[config.mk]
export PLATFORM = sky130hd
export DESIGN_NAME = bounded_key_info_table_top
export DESIGN_NICKNAME = d
export VERILOG_FILES = /design/src/rtl/bkit_pkg.sv /design/src/rtl/bounded_key_info_table_top.sv /design/src/rtl/bkit_front.sv /design/src/rtl/bkit_queue.sv /design/src/rtl/bkit_back.sv
export SDC_FILE = /design/constraint.sdc
export NUM_CORES = 2
export LEC_CHECK = 0
export BUFFER_PORTS_ARGS = -buffer_cell sky130_fd_sc_hd__buf_2
export CAP_MARGIN = 15
export CORE_AREA = 2 2 417 419
export CTS_BUF_LIST = sky130_fd_sc_hd__clkbuf_8
export DETAILED_ROUTE_END_ITERATION = 10
export DIE_AREA = 0 0 419 421
export GPL_TIMING_DRIVEN = 1
export SLEW_MARGIN = 20
export SYNTH_ARGS = -nofsm -noshare
export SYNTH_HDL_FRONTEND = slang
export SYNTH_SLANG_ARGS = --single-unit
[constraint.sdc]
create_clock -name clk -period 12.5 [get_ports clk]
set_clock_uncertainty 0.2 [all_clocks]
set_input_delay 0.625 -clock clk [delete_from_list [all_inputs] [get_ports clk]]
set_output_delay 0.625 -clock clk [all_outputs]
set_load 0.1 [all_outputs]
[src/rtl/bkit_pkg.sv]
// bkit_pkg: shared types and constants of the bounded key/info table.
// Used by every module under rtl/; depends on nothing.
package bkit_pkg;

  localparam int CAPACITY    = 16;
  localparam int MAX_RESULTS = 16;
  localparam int IDX_W       = $clog2(CAPACITY);
  localparam int CNT_W       = $clog2(CAPACITY + 1);
  localparam int LIMIT_W     = 5;
  localparam logic [LIMIT_W-1:0] LIMIT_RESET = LIMIT_W'(16);

  localparam int QDEPTH = 2;
  localparam int QPTR_W = $clog2(QDEPTH);
  localparam int QCNT_W = $clog2(QDEPTH + 1);

  localparam logic [1:0] ST_OK        = 2'd0;
  localparam logic [1:0] ST_NOT_FOUND = 2'd1;
  localparam logic [1:0] ST_REJECT    = 2'd2;

  typedef enum logic [1:0] {
    KIND_INSERT = 2'd0,
    KIND_LOOKUP = 2'd1,
    KIND_DELETE = 2'd2,
    KIND_RANGE  = 2'd3
  } kind_t;

  typedef enum logic [1:0] {
    S_IDLE,
    S_FIND,
    S_COUNT,
    S_EMIT
  } state_t;

  typedef struct packed {
    logic [1:0]         kind;
    logic signed [31:0] key;
    logic [31:0]        info_handle;
    logic signed [31:0] range_low;
    logic signed [31:0] range_high;
  } cmd_t;

  typedef struct packed {
    logic [1:0]         status;
    logic signed [31:0] found_key;
    logic [31:0]        found_info;
    logic [4:0]         match_count;
    logic               table_full;
    logic               last;
  } res_t;

  // classified word held in the queue between front and back
  typedef struct packed {
    kind_t              op;
    logic               pre_fail;  // insert with zero key/handle, or reversed range
    logic signed [31:0] key;
    logic [31:0]        info;
    logic signed [31:0] lo;
    logic signed [31:0] hi;
  } work_t;

endpackage

[src/rtl/bounded_key_info_table_top.sv]
// bounded_key_info_table_top: top level of the bounded key/info table.
// Instantiates bkit_front, bkit_queue and bkit_back; depends on bkit_pkg.
//
// Usage
//   Command channel: a word on cmd is taken at a clock edge where start is
//   high and busy is low. busy rises only when the two-word command queue
//   is full, so the front keeps taking words while the back is scanning.
//   Result channel: every result is on res for one cycle with res_valid
//   high; res.last marks the final result of a command. The receiver
//   cannot stall, results are never held back.
//   Config: cfg_we writes cfg_wdata into the capacity limit (reset 16);
//   write it only while no command is pending.
// Command execution
//   insert: passes through the queue slot and the result register; no scan.
//   lookup/delete: the back scans one entry a cycle until a match or the end.
//   range query: one full scan pass per distinct key in range to count
//   them, plus a final pass that finds none, then one pass per key emitted.
//   Sustained rate is set by the single entry-read scan port in the back.
// Reset: synchronous, clears the table (entry count 0) and the queue, and
//   loads 16 into the limit register; entry rows themselves are not cleared.
module bounded_key_info_table_top import bkit_pkg::*; (
  input  logic               clk,
  input  logic               rst,
  input  logic               start,
  output logic               busy,
  input  cmd_t               cmd,
  input  logic               cfg_we,
  input  logic [LIMIT_W-1:0] cfg_wdata,
  output logic               res_valid,
  output res_t               res
);

  logic  push;
  logic  pop;
  logic  q_full;
  logic  q_valid;
  work_t push_word;
  work_t head_word;

  // front: accept and pre-classify (zero key/handle, reversed range)
  bkit_front u_front (
    .start  (start),
    .cmd    (cmd),
    .q_full (q_full),
    .busy   (busy),
    .push   (push),
    .word   (push_word)
  );

  // decouples command acceptance from the scanning back end
  bkit_queue u_queue (
    .clk       (clk),
    .rst       (rst),
    .push      (push),
    .push_word (push_word),
    .pop       (pop),
    .full      (q_full),
    .valid     (q_valid),
    .head      (head_word)
  );

  // back: storage, limit register, scan sequencer, result register
  bkit_back u_back (
    .clk       (clk),
    .rst       (rst),
    .cfg_we    (cfg_we),
    .cfg_wdata (cfg_wdata),
    .q_valid   (q_valid),
    .q_word    (head_word),
    .pop       (pop),
    .res_valid (res_valid),
    .res       (res)
  );

endmodule

[src/rtl/bkit_front.sv]
// bkit_front: accepts commands and classifies them into queue words.
// Depends on bkit_pkg.
module bkit_front import bkit_pkg::*; (
  input  logic  start,
  input  cmd_t  cmd,
  input  logic  q_full,
  output logic  busy,
  output logic  push,
  output work_t word
);

  kind_t op;

  assign op   = kind_t'(cmd.kind);
  assign busy = q_full;
  assign push = start && !q_full;

  always_comb begin
    word.op   = op;
    word.key  = cmd.key;
    word.info = cmd.info_handle;
    word.lo   = cmd.range_low;
    word.hi   = cmd.range_high;
    unique case (op)
      KIND_INSERT: word.pre_fail = (cmd.key == 32'sd0) || (cmd.info_handle == 32'd0);
      KIND_RANGE:  word.pre_fail = $signed(cmd.range_low) > $signed(cmd.range_high);
      default:     word.pre_fail = 1'b0;
    endcase
  end

endmodule

[src/rtl/bkit_queue.sv]
// bkit_queue: short register FIFO of classified words between front and back.
// Depends on bkit_pkg.
module bkit_queue import bkit_pkg::*; (
  input  logic  clk,
  input  logic  rst,
  input  logic  push,
  input  work_t push_word,
  input  logic  pop,
  output logic  full,
  output logic  valid,
  output work_t head
);

  work_t              slots [QDEPTH];
  logic [QPTR_W-1:0]  wr_ptr;
  logic [QPTR_W-1:0]  rd_ptr;
  logic [QCNT_W-1:0]  fill;

  assign full  = (fill == QCNT_W'(QDEPTH));
  assign valid = (fill != '0);
  assign head  = slots[rd_ptr];

  always_ff @(posedge clk) begin
    if (rst) begin
      wr_ptr <= '0;
      rd_ptr <= '0;
      fill   <= '0;
    end else begin
      if (push) begin
        wr_ptr <= (wr_ptr == QPTR_W'(QDEPTH - 1)) ? '0 : wr_ptr + QPTR_W'(1);
      end
      if (pop) begin
        rd_ptr <= (rd_ptr == QPTR_W'(QDEPTH - 1)) ? '0 : rd_ptr + QPTR_W'(1);
      end
      if (push && !pop) begin
        fill <= fill + QCNT_W'(1);
      end else if (pop && !push) begin
        fill <= fill - QCNT_W'(1);
      end
    end
  end

  always_ff @(posedge clk) begin
    if (push) begin
      slots[wr_ptr] <= push_word;
    end
  end

endmodule

[src/rtl/bkit_back.sv]
// bkit_back: entry storage, capacity register and the scanning sequencer
// that executes queued words and drives results. Depends on bkit_pkg.
module bkit_back import bkit_pkg::*; (
  input  logic               clk,
  input  logic               rst,
  input  logic               cfg_we,
  input  logic [LIMIT_W-1:0] cfg_wdata,
  input  logic               q_valid,
  input  work_t              q_word,
  output logic               pop,
  output logic               res_valid,
  output res_t               res
);

  state_t state, state_next;

  logic [LIMIT_W-1:0] limit;
  logic [CNT_W-1:0]   lim;

  logic signed [31:0] keys  [CAPACITY];
  logic [31:0]        infos [CAPACITY];

  logic [CNT_W-1:0]   count, count_next;
  logic [CNT_W-1:0]   idx, idx_next;
  work_t              cur, cur_next;
  logic               best_valid, best_valid_next;
  logic signed [31:0] best_key, best_key_next;
  logic [31:0]        best_info, best_info_next;
  logic signed [31:0] prev_key, prev_key_next;
  logic               started, started_next;
  logic [CNT_W-1:0]   total, total_next;
  logic [CNT_W-1:0]   emitted, emitted_next;
  logic [CNT_W-1:0]   emit_n;
  logic               res_valid_next;
  res_t               res_next;

  logic               wr_en;
  logic               shift_en;
  logic signed [31:0] scan_key;
  logic [31:0]        scan_info;
  logic               cand;
  logic               at_end;

  function automatic res_t mk_res(logic [1:0] st, logic signed [31:0] fk,
                                  logic [31:0] fi, logic [4:0] mc,
                                  logic full, logic lst);
    res_t r;
    r.status      = st;
    r.found_key   = fk;
    r.found_info  = fi;
    r.match_count = mc;
    r.table_full  = full;
    r.last        = lst;
    return r;
  endfunction

  // effective limit: register value clipped to the storage depth
  assign lim = (limit > LIMIT_W'(CAPACITY)) ? CNT_W'(CAPACITY) : CNT_W'(limit);

  assign scan_key  = keys[idx[IDX_W-1:0]];
  assign scan_info = infos[idx[IDX_W-1:0]];
  assign at_end    = (idx == count);
  assign emit_n    = (total > CNT_W'(MAX_RESULTS)) ? CNT_W'(MAX_RESULTS) : total;

  // next-smallest candidate in range, strictly above the last one taken
  assign cand = ($signed(scan_key) >= $signed(cur.lo)) &&
                ($signed(scan_key) <= $signed(cur.hi)) &&
                (!started || ($signed(scan_key) > $signed(prev_key))) &&
                (!best_valid || ($signed(scan_key) < $signed(best_key)));

  always_ff @(posedge clk) begin
    if (rst) begin
      state <= S_IDLE;
    end else begin
      state <= state_next;
    end
  end

  always_comb begin
    state_next      = state;
    count_next      = count;
    idx_next        = idx;
    cur_next        = cur;
    best_valid_next = best_valid;
    best_key_next   = best_key;
    best_info_next  = best_info;
    prev_key_next   = prev_key;
    started_next    = started;
    total_next      = total;
    emitted_next    = emitted;
    res_valid_next  = 1'b0;
    res_next        = res;
    pop             = 1'b0;
    wr_en           = 1'b0;
    shift_en        = 1'b0;

    unique case (state)
      S_IDLE: begin
        if (q_valid) begin
          pop             = 1'b1;
          cur_next        = q_word;
          idx_next        = '0;
          best_valid_next = 1'b0;
          started_next    = 1'b0;
          total_next      = '0;
          emitted_next    = '0;
          unique case (q_word.op)
            KIND_INSERT: begin
              res_valid_next = 1'b1;
              if (q_word.pre_fail || (count >= lim)) begin
                res_next = mk_res(ST_REJECT, '0, '0, '0, count >= lim, 1'b1);
              end else begin
                wr_en      = 1'b1;
                count_next = count + CNT_W'(1);
                res_next   = mk_res(ST_OK, '0, '0, '0,
                                    (count + CNT_W'(1)) >= lim, 1'b1);
              end
            end
            KIND_LOOKUP, KIND_DELETE: begin
              state_next = S_FIND;
            end
            KIND_RANGE: begin
              if (q_word.pre_fail) begin
                res_valid_next = 1'b1;
                res_next = mk_res(ST_NOT_FOUND, '0, '0, '0, count >= lim, 1'b1);
              end else begin
                state_next = S_COUNT;
              end
            end
          endcase
        end
      end

      S_FIND: begin
        if (at_end) begin
          res_valid_next = 1'b1;
          res_next   = mk_res(ST_NOT_FOUND, '0, '0, '0, count >= lim, 1'b1);
          state_next = S_IDLE;
        end else if (scan_key == cur.key) begin
          res_valid_next = 1'b1;
          state_next     = S_IDLE;
          if (cur.op == KIND_LOOKUP) begin
            res_next = mk_res(ST_OK, '0, scan_info, '0, count >= lim, 1'b1);
          end else begin
            shift_en   = 1'b1;
            count_next = count - CNT_W'(1);
            res_next   = mk_res(ST_OK, '0, '0, '0, (count - CNT_W'(1)) >= lim, 1'b1);
          end
        end else begin
          idx_next = idx + CNT_W'(1);
        end
      end

      S_COUNT: begin
        if (at_end) begin
          idx_next        = '0;
          best_valid_next = 1'b0;
          if (best_valid) begin
            total_next    = total + CNT_W'(1);
            prev_key_next = best_key;
            started_next  = 1'b1;
          end else if (total == '0) begin
            res_valid_next = 1'b1;
            res_next   = mk_res(ST_NOT_FOUND, '0, '0, '0, count >= lim, 1'b1);
            state_next = S_IDLE;
          end else begin
            started_next = 1'b0;
            emitted_next = '0;
            state_next   = S_EMIT;
          end
        end else begin
          if (cand) begin
            best_valid_next = 1'b1;
            best_key_next   = scan_key;
            best_info_next  = scan_info;
          end
          idx_next = idx + CNT_W'(1);
        end
      end

      S_EMIT: begin
        if (at_end) begin
          res_valid_next  = 1'b1;
          res_next        = mk_res(ST_OK, best_key, best_info, 5'(total), count >= lim,
                                   (emitted + CNT_W'(1)) == emit_n);
          idx_next        = '0;
          best_valid_next = 1'b0;
          prev_key_next   = best_key;
          started_next    = 1'b1;
          emitted_next    = emitted + CNT_W'(1);
          if ((emitted + CNT_W'(1)) == emit_n) begin
            state_next = S_IDLE;
          end
        end else begin
          if (cand) begin
            best_valid_next = 1'b1;
            best_key_next   = scan_key;
            best_info_next  = scan_info;
          end
          idx_next = idx + CNT_W'(1);
        end
      end
    endcase
  end

  always_ff @(posedge clk) begin
    if (rst) begin
      limit     <= LIMIT_RESET;
      count     <= '0;
      res_valid <= 1'b0;
    end else begin
      if (cfg_we) begin
        limit <= cfg_wdata;
      end
      count     <= count_next;
      res_valid <= res_valid_next;
    end
  end

  always_ff @(posedge clk) begin
    idx        <= idx_next;
    cur        <= cur_next;
    best_valid <= best_valid_next;
    best_key   <= best_key_next;
    best_info  <= best_info_next;
    prev_key   <= prev_key_next;
    started    <= started_next;
    total      <= total_next;
    emitted    <= emitted_next;
    res        <= res_next;
  end

  // entry rows: append at the fill point, delete pulls upper rows down by one
  always_ff @(posedge clk) begin
    for (int i = 0; i < CAPACITY; i++) begin
      if (wr_en && (count[IDX_W-1:0] == IDX_W'(i))) begin
        keys[i]  <= q_word.key;
        infos[i] <= q_word.info;
      end else if (shift_en && (i < CAPACITY - 1) &&
                   (IDX_W'(i) >= idx[IDX_W-1:0])) begin
        keys[i]  <= keys[(i + 1) % CAPACITY];
        infos[i] <= infos[(i + 1) % CAPACITY];
      end
    end
  end

`ifndef NO_ASSERTIONS
  a_last_idle: assert property (@(posedge clk) disable iff (rst)
    res_valid && res.last |-> state == S_IDLE)
    else $error("final result while sequencer still busy");

  a_more_emit: assert property (@(posedge clk) disable iff (rst)
    res_valid && !res.last |-> state == S_EMIT)
    else $error("non-final result outside range emission");

  a_count_step: assert property (@(posedge clk) disable iff (rst)
    !$past(rst) |-> (count == $past(count)) ||
                    (count == $past(count) + CNT_W'(1)) ||
                    (count == $past(count) - CNT_W'(1)))
    else $error("entry count moved by more than one");

  a_insert_grow: assert property (@(posedge clk) disable iff (rst)
    res_valid && cur.op == KIND_INSERT && res.status == ST_OK |->
    count == $past(count) + CNT_W'(1))
    else $error("accepted insert did not grow the table");

  a_delete_shrink: assert property (@(posedge clk) disable iff (rst)
    res_valid && cur.op == KIND_DELETE && res.status == ST_OK |->
    count == $past(count) - CNT_W'(1))
    else $error("successful delete did not shrink the table");
`endif

endmodule
* Word level (Yosys, flattened, before mapping)
Memory sizes are Yosys's and may differ from the RTL's. A register that Yosys moved wholly into a read port is not among the register bits. Cells that the tools add are included.
Cells by class: reduce and logical (&&, ||, !) cells 75, bitwise logic cells 31, add/subtract/negate cells 9, muxes and demuxes 202, equality and inequality tests 48, magnitude comparators 25
Operators by type and width (count):
- 32-bit two-way mux | 35
- 73-bit two-way mux | 9
- 73-bit case mux with 4 select lines | 1
- 73-bit case mux with 2 select lines | 1
- 1-bit two-way mux | 110
- 5-bit two-way mux | 18
- 32-bit greater-than comparator | 2
- 32-bit logical NOT | 2
- 32-bit case mux with 2 select lines | 1
- 32-bit OR reduction | 2
- 39-bit two-way mux | 1
- 1-bit logical AND | 37
- 32-bit == test | 1
- 4-bit == test, second input constant | 8
- 32-bit greater-or-equal comparator | 1
- 32-bit less-or-equal comparator | 1
- 32-bit less-than comparator | 1
- 1-bit bitwise OR | 30
- 5-bit case mux with 3 select lines | 2
- 4-bit greater-or-equal comparator, first input constant | 7
- 2-bit two-way mux | 11
- 5-bit by 1-bit adder with 5-bit output, second input constant | 4
- 5-bit case mux with 2 select lines | 2
- 4-bit by 3-bit == test with 1-bit output, second input constant | 4
- other kinds (41) | 99
Word-level totals: input port bits 139, register bits after elaboration 301, memories kept 3, output and inout bits 75, RAM bits 1286
Memories:
- u_back.infos | words 16, bits a word 32, rd ports 16, clocked after Yosys merged registers in 1, wr ports 15, line bkit_back.sv:21 | logic [31:0] infos [CAPACITY];
- u_back.keys | words 16, bits a word 32, rd ports 16, clocked after Yosys merged registers in 1, wr ports 15, line bkit_back.sv:20 | logic signed [31:0] keys [CAPACITY];
- u_queue.slots | words 2, bits a word 131, rd ports 1, clocked after Yosys merged registers in 1, wr ports 1, line bkit_queue.sv:14 | work_t slots [QDEPTH];

* Depth between registers and ports, before layout
word-level depth 13, mapped depth 21, gate-level depth less buffers 15

* Hierarchy
From an unflattened synthesis, not the netlist that was laid out.
Second synthesis, totals: cell total of the unflattened synthesis 4728, area total of the unflattened synthesis 78009.8 sq um
Modules (own cells, without submodules):
- bkit_back | area an instance 65945.7 sq um, times used 1, cells an instance 4022
- bkit_queue | area an instance 10035.9 sq um, times used 1, cells an instance 430
- bkit_front | area an instance 2028.2 sq um, times used 1, cells an instance 276

* Worst setup path before layout
Ideal clock, no wire load.
kind register -> register, start point register with a tool-made name, end point register u_back.best_info[0] (enable), required time 11.634 ns, clock period less this slack 11.458 ns, setup slack 1.042 ns, path buffers 7, stages on the path, launching flop included 20, data arrival time 10.592 ns, path through dfxtp_1 -> buf_4 -> buf_4 -> buf_4 -> buf_2 -> clkbuf_1 -> buf_1 -> clkbuf_1 -> nand2_1 -> and3_1 -> a21oi_1 -> ha_1 -> and4_1 -> a21oi_1 -> nand2_1 -> a221oi_1 -> o21ai_0 -> a22oi_1 -> o311ai_0 -> nor4b_1
RTL lines:
- to (signal assigned) | line bkit_back.sv:225 | best_info <= best_info_next;
- to (decl) | line bkit_back.sv:28 | logic [31:0] best_info, best_info_next;

==> results.cfg <==
[setup_path]
crit_chain = buf_4 -> mux4_2 -> mux2i_1 -> mux2i_1 -> buf_4 -> xnor2_1 -> nand4_1 -> nor4_4 -> nand3_2 -> a311oi_4 -> buf_4 -> o21bai_4 -> buf_4 -> buf_4
critical_path_arrival_ns = 8.32
crit_path_max_fanout = 43
cpMostUsedCell = buf_4
cp_slowest_stage_delay_ns = 0.75
timing.critical_path.required_ns = 12.92
critical-path-slowest-cell = buf_4
critical_path_class = flip-flop to flip-flop
endpoint_kind = flip-flop
timing.critical_path.from_type = flip-flop

[floorplanning]
die_width_um = 419
fp.coreArea_sq_um = 172000
row_count = 153
floorplan.initialDensity_pct = 44.5
design.portCount = 214
die-area_sq_um = 176000
die_height_um = 421

[power_and_ir_drop]
p_comb_share_pct = 36.8
netSwitchingPower_mw = 6.89
power.total_mw = 18.8
p_sw_share_pct = 36.6
cellLeakagePower_nw = 30.3
part_of_the_total_power_dissipated_in_sequential_elements_pct = 38.7
p_int_mw = 11.9
share_clk_of_total_power_pct = 24.5
max-vdd-ir-drop_mv = 0.213
power_per_cell_area_nw_per_um2 = 216

[timing]
worst_rel_slew_slack_pct = 17.8
final_period_minus_worst_setup_slack_ns = 7.90
final_hold_vio_count = 0
setup_viol = 0
grt_setup_unrepaired = no
clock.fmax_ghz = 0.127
slew_violations = 0
final_min_period_over_clock_period_pct = 63.2
finalSetupTns_ns = 0
worstMarginPinSlew_ns = 1.22

[placement]
place.port_buffers = 213
gp_routability_congestion = 0.829
place.detailed.hpwl_um = 130000

[logic_synthesis]
async_flop_share_pct = 0
synth-edff-count = 1570
syn-instance-count = 4601
synth_cell_types = 73
synth.cell_area_sq_um = 76800
synth.top_cells.by_count = edfxtp_1 (1570), mux2_2 (942), mux4_2 (255)
dominantRegCellSynth = edfxtp_1
synth.net_count = 4930
ys_warn_count = 0
synth_seq_cells = 1592
synth.top_cell.area_share_pct = 61.4
synth_largest_area_cell = edfxtp_1
syn_area_per_cell_sq_um = 16.7
synth_sequential_area_ratio_pct = 62.0
synth.most_common_cell = edfxtp_1
synth_area_leaders = edfxtp_1 (61%), mux2_2 (14%), mux4_2 (7.5%)

[cells_and_area]
fin_util_pct = 50.5
fraction_of_final_layout_cells_with_drive_strength_greater_than_1_pct = 36.3
flow.area_growth_from_synthesis_pct = 13.5
nNetsFinal = 5389

[clocking]
clk_path_buf_depth = 4
clock_tree.root_cell = clkbuf_8
clk_pin_slew_worst_paths_ns = 0.06
clock_latency_ns = 1.05
cts_tree = yes
cts_repair_resize_count = 0
cts_htree_levels = 5
numCtsBuffers = 294
cts-hold-fix-buffers = 147
clock_sink_count = 1592
cts_setup_buffers = 0

[global_routing]
grt_first_pass_wirelength_um = 317000
maximum_number_of_pins_on_one_net_before_global_route_repair = 145
first_global_vias = 45800
globalRoute.totalOverflow = 0
groute.usage.overall_pct = 24.7
antenna_violations_before_repair = 4

[route]
wl_per_cell_um = 28.9
vias_per_inst = 5.83
wirelength_um = 219000
detail_route.iter0.violations = 4297
drc = 0
final_antenna_net_count = 0
detailedRoute.firstPassIterationCount = 5
via_count = 44200

[status]
outcome = completed

[min_path]
min_path_type = input port to flip-flop

[job]
max-cap-violations = 0
## state kept, by name, indices dropped and copies added, names as in the netlist, 32 cells and up, named ones only
register          cells
u_back.best_info     32
u_queue.slots       262
u_back.res           73
u_back.prev_key      32
u_back.keys         512
u_back.best_key      32
u_back.cur           98
u_back.infos        512
## logic make-up after synthesis
group / Yosys count / share of synthesized area (%)
flip-flops: 1592 / 62.0
multiplexers: 1478 / 25.2
buffers and inverters: 493 / 2.84
AND/OR/NAND/NOR: 419 / 2.81
AO/OA/AOI/OAI: 341 / 3.06
adder cells (fa/ha/maj): 190 / 3.10
XOR/XNOR: 88 / 1.00
## layout make-up
class / count / area [sq um]
sequential: 1592 / 47600
fill: 14400 / 85300
tap: 2325 / 2910
clock buffer: 302 / 4160
inverter: 193 / 729
antenna: 1 / 2.50
clock inverter: 190 / 1010
multi-input combinational: 2516 / 27400
timing repair buffer: 463 / 3350
## cell usage in the layout (no fill, tap or decap), types with 52 or more instances in the layout
master | netlist | final
a21oi_1 | 81 | 79
buf_2 | 81 | 213
buf_4 | 40 | 100
clkbuf_8 | 0 | 302
clkinv_1 | 0 | 62
dlygate4sd3_1 | 0 | 147
edfxtp_1 | 1570 | 1570
ha_1 | 190 | 190
inv_1 | 192 | 280
mux2_1 | 169 | 169
mux2_2 | 942 | 942
mux2i_1 | 112 | 112
mux4_2 | 255 | 255
nand2_1 | 84 | 83
nor2_1 | 111 | 109
xnor2_1 | 52 | 52
## through the flow
stage / setup WS (ns) / hold slack, ns / instances / area (sq um)
after floorplan: 1.04 / 0.226 / 4601 / 76800
after CTS: 4.55 / 0.00650 / 7581 / 87100
after global routing: 4.28 / 0.0820 / 7582 / 87200
after detailed placement: 4.58 / 0.235 / 6942 / 80500
final: 4.60 / 0.115 / 7582 / 87200
after global placement: 4.59 / 0.231 / 6942 / 80500
## worst paths after layout
kind	slack [ns]	cells past startpoint	to	from
setup / recovery	4.60	14	u_back.infos[13][24]	flip-flop
hold reg to reg	0.24	0	u_back.prev_key[6]	u_back.best_key[6]
hold / removal	0.11	2	u_queue.slots[0][79]	cmd[79]
setup reg to reg	4.60	14	u_back.infos[13][24]	flip-flop
## power by group through the flow
stage | combinational, mW | sequential, mW | clock (mW)
2_1_floorplan | 4.11 | 8.15 | 0
6_report | 6.93 | 7.29 | 4.60
3_5_place_dp | 6.90 | 7.40 | 0
3_3_place_gp | 6.79 | 7.39 | 0
4_1_cts | 6.97 | 7.29 | 4.71
5_1_grt | 7.43 | 7.34 | 4.94
## layer usage
layer | wire [um] | vias to the layer above | GRT usage [%]
met5 | 0 | - | 0
met4 | 5740 | 0 | 7.32
met3 | 12800 | 359 | 3.79
met2 | 108000 | 1563 | 40.8
met1 | 92600 | 23200 | 33.6
li1 | - | 19100 | -
## worst max-delay path: cells and delay by family, from the launching register on
kind | cells | cell delay [ns]
xor+xnor | 1 | 0.41
compound gates | 2 | 0.85
simple gates | 3 | 1.58
mux | 3 | 0.85
buf+inv | 5 | 2.75
flops | 1 | 0.72
Power figures use the tool's default switching activity.
